===== src/design/sctpm_pkg.sv =====
// ----------------------------------------------------------------------------
// sctpm_pkg
// Types and constants shared by the servo channel table and pulse mapper.
// ----------------------------------------------------------------------------
package sctpm_pkg;

    localparam int PIN_W     = 6;
    localparam int PULSE_W   = 15;
    localparam int PERIOD_W  = 16;
    localparam int SPEED_W   = 8;
    localparam int CH_W      = 4;

    // Operation codes carried in the action field.
    localparam logic ACT_REGISTER = 1'b0;
    localparam logic ACT_ORDER    = 1'b1;

    // Speed mapping: pulse = min + (max - min) * (NEUTRAL +/- speed) / SCALE.
    localparam int K_W     = 10;                   // signed factor, -155 .. 355
    localparam int DIFF_W  = PULSE_W + 1;          // signed max - min
    localparam int PROD_W  = 26;                   // signed diff * factor
    localparam logic signed [K_W-1:0]    NEUTRAL = 10'sd100;
    localparam logic signed [PROD_W-1:0] SCALE   = 26'sd200;

    // Division of the in-range product by 200: drop three bits, then divide
    // by 25 through a reciprocal that is exact for a 20-bit dividend.
    localparam int QIN_W    = 20;
    localparam int RECIP_SH = 25;
    localparam int RECIP_W  = 21;
    localparam logic [RECIP_W-1:0] RECIP25 = 21'd1342178;   // ceil(2^25 / 25)

    typedef struct packed {
        logic                action;
        logic [PIN_W-1:0]    pin;
        logic [PULSE_W-1:0]  min_pulse_us;
        logic [PULSE_W-1:0]  max_pulse_us;
        logic [SPEED_W-1:0]  speed_percent;
        logic                forward;
    } req_t;

    typedef struct packed {
        logic                accepted;
        logic [CH_W-1:0]     channel;
        logic [PULSE_W-1:0]  pulse_us;
        logic [PERIOD_W-1:0] period_us;
    } rsp_t;

    typedef struct packed {
        logic [PIN_W-1:0]    pin;
        logic [PULSE_W-1:0]  min_pulse;
        logic [PULSE_W-1:0]  max_pulse;
    } entry_t;

    // How the final pulse is chosen.
    typedef enum logic [1:0] {
        PICK_MAX,
        PICK_MIN,
        PICK_QUOT
    } pick_t;

endpackage


===== src/design/servo_channel_table_pulse_mapper_unit.sv =====
// ----------------------------------------------------------------------------
// servo_channel_table_pulse_mapper_unit
// Servo channel table with registration and speed-to-pulse mapping.
// ----------------------------------------------------------------------------
// Usage: requests arrive on the req channel (req_valid / req_ready / req) and
// each produces exactly one item on the rsp channel (rsp_valid / rsp_ready /
// rsp). A registration item stores pin, minimum and maximum pulse in the next
// free channel and answers with the channel index and the PWM period; when
// all CHANNELS entries are used it is refused with an all-zero item. An order
// item looks up the lowest valid channel with the given pin and answers with
// the pulse width, clamped to the channel's range, or is refused when the pin
// is unknown.
// A registration item goes from acceptance straight to the emit state and its
// result is then registered at the output. An order walks the channel table
// one entry per cycle through the table memory's single read port, then passes
// the multiply state and the clamp and divide by 200 state before the emit
// state; when the pin is unknown the walk goes straight to the emit state.
// One item is processed at a time; a new item is taken once the previous one
// has reached the output register.
// Reset clears the valid bits and the fill count; the table memory itself is
// not cleared, as only valid entries are matched. When the receiver
// stalls, the result waits in the output register and the next item is still
// accepted and worked on until its own result is ready to be handed over.
// ----------------------------------------------------------------------------
module servo_channel_table_pulse_mapper_unit
    import sctpm_pkg::*;
#(
    parameter int CHANNELS = 12
)
(
    input  logic clk,
    input  logic rst_n,
    input  logic req_valid,
    output logic req_ready,
    input  req_t req,
    output logic rsp_valid,
    input  logic rsp_ready,
    output rsp_t rsp
);

    localparam int IDX_W = (CHANNELS > 1) ? $clog2(CHANNELS) : 1;
    localparam int CNT_W = $clog2(CHANNELS + 1);

    typedef enum logic [2:0] {
        S_IDLE,
        S_WALK,
        S_MUL,
        S_DIV,
        S_EMIT
    } state_t;

    state_t state_reg;

    // Table memory: one entry per channel, synchronous read.
    entry_t table_mem [CHANNELS];
    entry_t rd_data_reg;
    logic [IDX_W-1:0] rd_addr;
    logic             wr_en;
    logic [IDX_W-1:0] wr_addr;

    logic [CHANNELS-1:0] valid_reg;
    logic [CNT_W-1:0]    used_count_reg;

    // Item being worked on.
    req_t              item_reg;
    logic [IDX_W-1:0]  scan_idx_reg;
    logic [PULSE_W-1:0] lo_reg;
    logic [PULSE_W-1:0] hi_reg;
    logic signed [PROD_W-1:0] prod_reg;
    logic signed [PROD_W-1:0] lim_reg;
    pick_t              pick_reg;
    logic [PULSE_W-1:0] quot_reg;
    rsp_t               res_reg;

    logic   rsp_valid_reg;
    rsp_t   rsp_reg;
    rsp_t   emit_rsp;

    logic accept;
    logic scan_last;
    logic hit;
    logic table_full;
    logic out_free;

    logic signed [DIFF_W-1:0] diff;
    logic signed [K_W-1:0]    factor;
    logic signed [PROD_W-1:0] diff_ext;
    logic signed [PROD_W-1:0] factor_ext;
    logic [QIN_W-1:0]                 qin;
    logic [QIN_W+RECIP_W-1:0]         qprod;
    logic [PULSE_W-1:0]               pulse;

    assign req_ready  = (state_reg == S_IDLE);
    assign accept     = req_valid && req_ready;
    assign rsp_valid  = rsp_valid_reg;
    assign rsp        = rsp_reg;
    assign out_free   = !rsp_valid_reg || rsp_ready;

    assign table_full = (used_count_reg >= CNT_W'(CHANNELS));
    assign scan_last  = (scan_idx_reg == IDX_W'(CHANNELS - 1));
    assign hit        = valid_reg[scan_idx_reg] && (rd_data_reg.pin == item_reg.pin);

    // Entry 0 is fetched while the item is accepted; the walk then fetches
    // the entry after the one it is looking at.
    always_comb
    begin
        if (state_reg == S_WALK && !scan_last)
        begin
            rd_addr = scan_idx_reg + IDX_W'(1);
        end
        else
        begin
            rd_addr = '0;
        end
    end

    assign wr_en   = accept && (req.action == ACT_REGISTER) && !table_full;
    assign wr_addr = used_count_reg[IDX_W-1:0];

    always_ff @(posedge clk)
    begin
        if (wr_en)
        begin
            table_mem[wr_addr] <= '{pin:       req.pin,
                                    min_pulse: req.min_pulse_us,
                                    max_pulse: req.max_pulse_us};
        end
        rd_data_reg <= table_mem[rd_addr];
    end

    // Signed spread and speed factor of the matched channel.
    assign diff   = $signed({1'b0, hi_reg}) - $signed({1'b0, lo_reg});
    assign factor = item_reg.forward
                  ? NEUTRAL + $signed({2'b00, item_reg.speed_percent})
                  : NEUTRAL - $signed({2'b00, item_reg.speed_percent});
    assign diff_ext   = PROD_W'(diff);
    assign factor_ext = PROD_W'(factor);

    // In range the product lies in [0, diff * 200], below 2^23, so its low
    // three bits drop out of the divide by 200 and the rest is divided by 25.
    assign qin   = prod_reg[QIN_W+2:3];
    assign qprod = {{RECIP_W{1'b0}}, qin} * {{QIN_W{1'b0}}, RECIP25};

    always_comb
    begin
        case (pick_reg)
            PICK_MAX:  pulse = hi_reg;
            PICK_MIN:  pulse = lo_reg;
            PICK_QUOT: pulse = lo_reg + quot_reg;
            default:   pulse = lo_reg;
        endcase
    end

    // Only an executed order carries a pulse width.
    always_comb
    begin
        emit_rsp = res_reg;
        if (item_reg.action == ACT_ORDER && res_reg.accepted)
        begin
            emit_rsp.pulse_us = pulse;
        end
    end

    always_ff @(posedge clk or negedge rst_n)
    begin
        if (!rst_n)
        begin
            state_reg      <= S_IDLE;
            valid_reg      <= '0;
            used_count_reg <= '0;
            rsp_valid_reg  <= 1'b0;
            rsp_reg        <= '0;
            item_reg       <= '0;
            scan_idx_reg   <= '0;
            lo_reg         <= '0;
            hi_reg         <= '0;
            prod_reg       <= '0;
            lim_reg        <= '0;
            pick_reg       <= PICK_MIN;
            quot_reg       <= '0;
            res_reg        <= '0;
        end
        else
        begin
            if (state_reg == S_EMIT && out_free)
            begin
                rsp_valid_reg <= 1'b1;
            end
            else if (rsp_valid_reg && rsp_ready)
            begin
                rsp_valid_reg <= 1'b0;
            end

            case (state_reg)
                S_IDLE:
                begin
                    if (accept)
                    begin
                        item_reg     <= req;
                        scan_idx_reg <= '0;
                        if (req.action == ACT_REGISTER && !table_full)
                        begin
                            valid_reg[wr_addr] <= 1'b1;
                            used_count_reg     <= used_count_reg + CNT_W'(1);
                            res_reg <= '{accepted:  1'b1,
                                         channel:   CH_W'(wr_addr),
                                         pulse_us:  '0,
                                         period_us: {1'b0, req.min_pulse_us}
                                                  + {1'b0, req.max_pulse_us}};
                        end
                        else
                        begin
                            res_reg <= '0;
                        end
                        if (req.action == ACT_REGISTER)
                        begin
                            state_reg <= S_EMIT;
                        end
                        else
                        begin
                            state_reg <= S_WALK;
                        end
                    end
                end

                S_WALK:
                begin
                    if (hit)
                    begin
                        lo_reg    <= rd_data_reg.min_pulse;
                        hi_reg    <= rd_data_reg.max_pulse;
                        res_reg   <= '{accepted:  1'b1,
                                       channel:   CH_W'(scan_idx_reg),
                                       pulse_us:  '0,
                                       period_us: '0};
                        state_reg <= S_MUL;
                    end
                    else if (scan_last)
                    begin
                        state_reg <= S_EMIT;
                    end
                    else
                    begin
                        scan_idx_reg <= scan_idx_reg + IDX_W'(1);
                    end
                end

                S_MUL:
                begin
                    prod_reg  <= diff_ext * factor_ext;
                    lim_reg   <= diff_ext * SCALE;
                    state_reg <= S_DIV;
                end

                S_DIV:
                begin
                    // Above max first, then below min, else truncate.
                    if (prod_reg > lim_reg)
                    begin
                        pick_reg <= PICK_MAX;
                    end
                    else if (prod_reg < 0)
                    begin
                        pick_reg <= PICK_MIN;
                    end
                    else
                    begin
                        pick_reg <= PICK_QUOT;
                    end
                    quot_reg  <= qprod[RECIP_SH+PULSE_W-1:RECIP_SH];
                    state_reg <= S_EMIT;
                end

                S_EMIT:
                begin
                    if (out_free)
                    begin
                        rsp_reg   <= emit_rsp;
                        state_reg <= S_IDLE;
                    end
                end

                default:
                begin
                    state_reg <= S_IDLE;
                end
            endcase
        end
    end

endmodule

===== config.mk =====
export PLATFORM = sky130hd
export DESIGN_NAME = servo_channel_table_pulse_mapper_unit
export DESIGN_NICKNAME = d
export VERILOG_FILES = /design/src/design/sctpm_pkg.sv /design/src/design/servo_channel_table_pulse_mapper_unit.sv
export SDC_FILE = /design/constraint.sdc
export NUM_CORES = 2
export LEC_CHECK = 0
export ABC_CLOCK_PERIOD_IN_PS = 10300
export BUFFER_PORTS_ARGS = -buffer_cell sky130_fd_sc_hd__buf_2
export CORE_UTILIZATION = 57
export CTS_BUF_LIST = sky130_fd_sc_hd__clkbuf_16
export DETAILED_ROUTE_END_ITERATION = 7
export PLACE_DENSITY = 0.76
export SLEW_MARGIN = 15
export SYNTH_ARGS = -nofsm -noshare
export SYNTH_HDL_FRONTEND = slang
export SYNTH_SLANG_ARGS = --single-unit

===== constraint.sdc =====
create_clock -name clk -period 10.3 [get_ports clk]
set_clock_uncertainty 0.05 [all_clocks]
set_input_delay 2.06 -clock clk [delete_from_list [all_inputs] [get_ports clk]]
set_output_delay 2.06 -clock clk [all_outputs]
set_load 0.01 [all_outputs]

==> impl_metrics.json <==
{
  "hp-class": "reg -> reg",
  "drt_first_pass_iters": 5,
  "die-area_um2": 74280,
  "ys_types": 84,
  "synth_top_family_by_area": "adder cells",
  "grt_max_degree": 90,
  "synthXorXnorAreaFrac_pct": 2.225,
  "wirelength_um": 98310,
  "synth_area_leaders": "edfxtp_1 (31%), fa_1 (14%), ha_1 (12%)",
  "boundaryPins": 88,
  "ys.warnings.count": 0,
  "status": "complete, no violations",
  "final_hold_viol_count": 0,
  "place_area_um2": 43240,
  "grt_overflow_total": 0,
  "cts_tree": "yes",
  "max_freq_ghz": 0.1276,
  "grt_pass1_vias": 27860,
  "syn_nets": 4342,
  "fin_setup_tns_ps": 0,
  "synth_top_area_share_pct": 31.10,
  "final_cell_area_um2": 45500,
  "worstSetupStartpointType": "register",
  "cap_violations": 0,
  "drv_slew": 0,
  "worst_pin_slew_ps": 1098,
  "hp-start": "rd_data_reg[10]",
  "synth_compound_area_share_pct": 10.94,
  "start_util_pct": 57.96,
  "fillers": 5433,
  "post_cts_buffers": 0,
  "synth_area_leader_cell": "edfxtp_1",
  "drc": 0,
  "antenna_found_initial": 9,
  "period_needed_ps": 7834,
  "die_h_um": 272.5,
  "cts.sinks": 660,
  "path_max_fanout": 13,
  "syn_area_um2": 41720,
  "crit_type": "reg -> reg",
  "drtIter0Drc": 2306,
  "finalCritPeriodShare_pct": 76.06,
  "wl_per_cell_um": 21.05,
  "cts-root-buf": "clkbuf_16",
  "ant_nets": 0,
  "dp_hpwl_um": 67480,
  "drive_gt1_share_pct": 8.553,
  "die-width_um": 272.5,
  "avgSynthCellArea_um2": 11.62,
  "grt_pass1_wl_um": 154900,
  "cp.required_ps": 10700,
  "ys_ff_latch": 660,
  "clk_pin_slew_worst_paths_ps": 70,
  "cts_hold_buf": 0,
  "num_rows": 98,
  "ys_seq_area_share_pct": 44.34,
  "largest_reg_flops": 432,
  "synthCells": 3591,
  "yosys.area_share.adder_pct": 26.42,
  "synth_simple_gate_area_share_pct": 8.215,
  "syn_to_final_growth_pct": 9.064,
  "synth-edff-count": 432,
  "portBuffers": 87,
  "htreeDepth": 3,
  "drt-vias-per-instance": 5.900,
  "core_um2": 71980,
  "setup_viol": 0,
  "grt_usage_pct": 26.96,
  "muxShareOfSynthArea_pct": 2.630,
  "grt_setup_unrepaired": "no",
  "slew_headroom_pct": 26.45,
  "rr_startpoint": "lo_reg[0]",
  "ys.flop_type": "edfxtp_1",
  "async_flop_share_pct": 29.09,
  "layout.nets": 4411,
  "gp_congestion": 0.9292,
  "worstPathArrival_ps": 8240,
  "cts_resized": 0,
  "cts_max_path_buffers": 3,
  "worst_setup_path_end_kind": "register",
  "clkLatencyLatePin_ps": 640,
  "numCtsBuffers": 71,
  "cp-startpoint": "lo_reg[0]",
  "vias": 27560
}
## final cells by class
cell class                 count  area (µm²)  area share [%]
sequential                   660       18500           40.66
antenna                        2       5.005         0.01100
timing repair buffer         140       862.1           1.895
tap                          950        1189           2.612
clock buffer                  72        1802           3.960
inverter                     415        1558           3.424
multi-input combinational   2372       21160           46.50
clock inverter                59       429.2          0.9432
## synth_stat cells, types with 14 or more instances
library cell    n
buf_2          38
o221ai_1       72
o21a_1         18
and2_1         78
xor2_1         32
edfxtp_1      432
fa_1          300
inv_1         414
a21o_1         27
nor3_1         30
nand2b_1       14
o21ai_1        21
nor2_1         99
o21ai_0       222
a22o_1         14
mux2i_1        86
dfxtp_1        36
nand3_1        22
dfrtp_1       191
nor2b_1        33
xnor2_1        74
o22ai_1        36
or2_2          20
ha_1          401
nand2_1       400
a211oi_1       81
a21oi_1       133
clkbuf_1       92
## critical path, stage by stage (launching register included)
cell      delay [ps]
dfrtp_1          410
ha_1             240
fa_1             440
nor2b_1          140
o21ai_0          100
a21oi_1          200
o21ai_1           90
nor2b_1          160
xnor2_2          800
nand2_1          210
fa_1             570
inv_1             50
fa_1             460
fa_1             530
fa_1             550
inv_1             50
fa_1             530
inv_1             40
ha_1             360
a21oi_1          130
o32a_1           360
a311oi_1         550
o21ai_0          210
a21oi_1          220
o21a_1           130
o31ai_1           60
## metal layers
metal,GRT usage (%),wire length [µm],vias to the layer above
met5,0,92,-
met4,8.338,2602,14
met3,4.015,6549,191
met2,45.58,48560,944
met1,36.01,40500,13750
li1,-,-,12650
## kinds of logic (layout without fill, tap and decap cells)
kind of cell | count (synthesis) | count (layout)
buf+inv | 559 | 686
other cells | 0 | 2
xor+xnor | 106 | 106
simple gates | 750 | 750
compound gates | 713 | 713
mux | 102 | 102
fa+ha+maj | 701 | 701
flops | 660 | 660
## cells in the final DEF (no fill, tap or decap), types with 27 or more instances in the layout
| master | netlist | routed |
|---|---|---|
| a211oi_1 | 81 | 81 |
| a21o_1 | 27 | 27 |
| a21oi_1 | 133 | 133 |
| and2_1 | 78 | 65 |
| buf_2 | 38 | 86 |
| buf_4 | 3 | 52 |
| clkbuf_16 | 0 | 72 |
| dfrtp_1 | 191 | 191 |
| dfxtp_1 | 36 | 36 |
| edfxtp_1 | 432 | 432 |
| fa_1 | 300 | 300 |
| ha_1 | 401 | 401 |
| inv_1 | 414 | 430 |
| mux2i_1 | 86 | 86 |
| nand2_1 | 400 | 399 |
| nor2_1 | 99 | 97 |
| nor2b_1 | 33 | 33 |
| nor3_1 | 30 | 30 |
| o21ai_0 | 222 | 221 |
| o221ai_1 | 72 | 72 |
| o22ai_1 | 36 | 36 |
| xnor2_1 | 74 | 67 |
| xor2_1 | 32 | 32 |
## metrics by stage
stage | hold slack [ps] | setup slack (ps) | std cells | utilization [%]
6_report | 367.6 | 2466 | 4670 | 63.21
5_1_grt | 381.9 | 1999 | 4669 | 63.21
4_1_cts | 371.7 | 2510 | 4667 | 63.17
3_5_place_dp | 373.0 | 2506 | 4536 | 60.07
3_3_place_gp | 369.6 | 2782 | 4536 | 60.07
2_1_floorplan | 348.1 | 3390 | 3591 | -
## worst paths after layout
kind                                end  slack [ps]  depth (start not counted)
min                          hi_reg[10]         370                          2
max                        prod_reg[24]        2470                         25
min in group asynchronous  quot_reg[14]        1380                          1
min reg2reg                  hi_reg[10]         370                          2
max reg2reg                prod_reg[24]        2470                         25
max in group asynchronous   prod_reg[0]        7620                          2
Power is left out: the tool's default activity adds up to more than one toggle a clock period on the data nets, which glitch-free logic cannot reach.
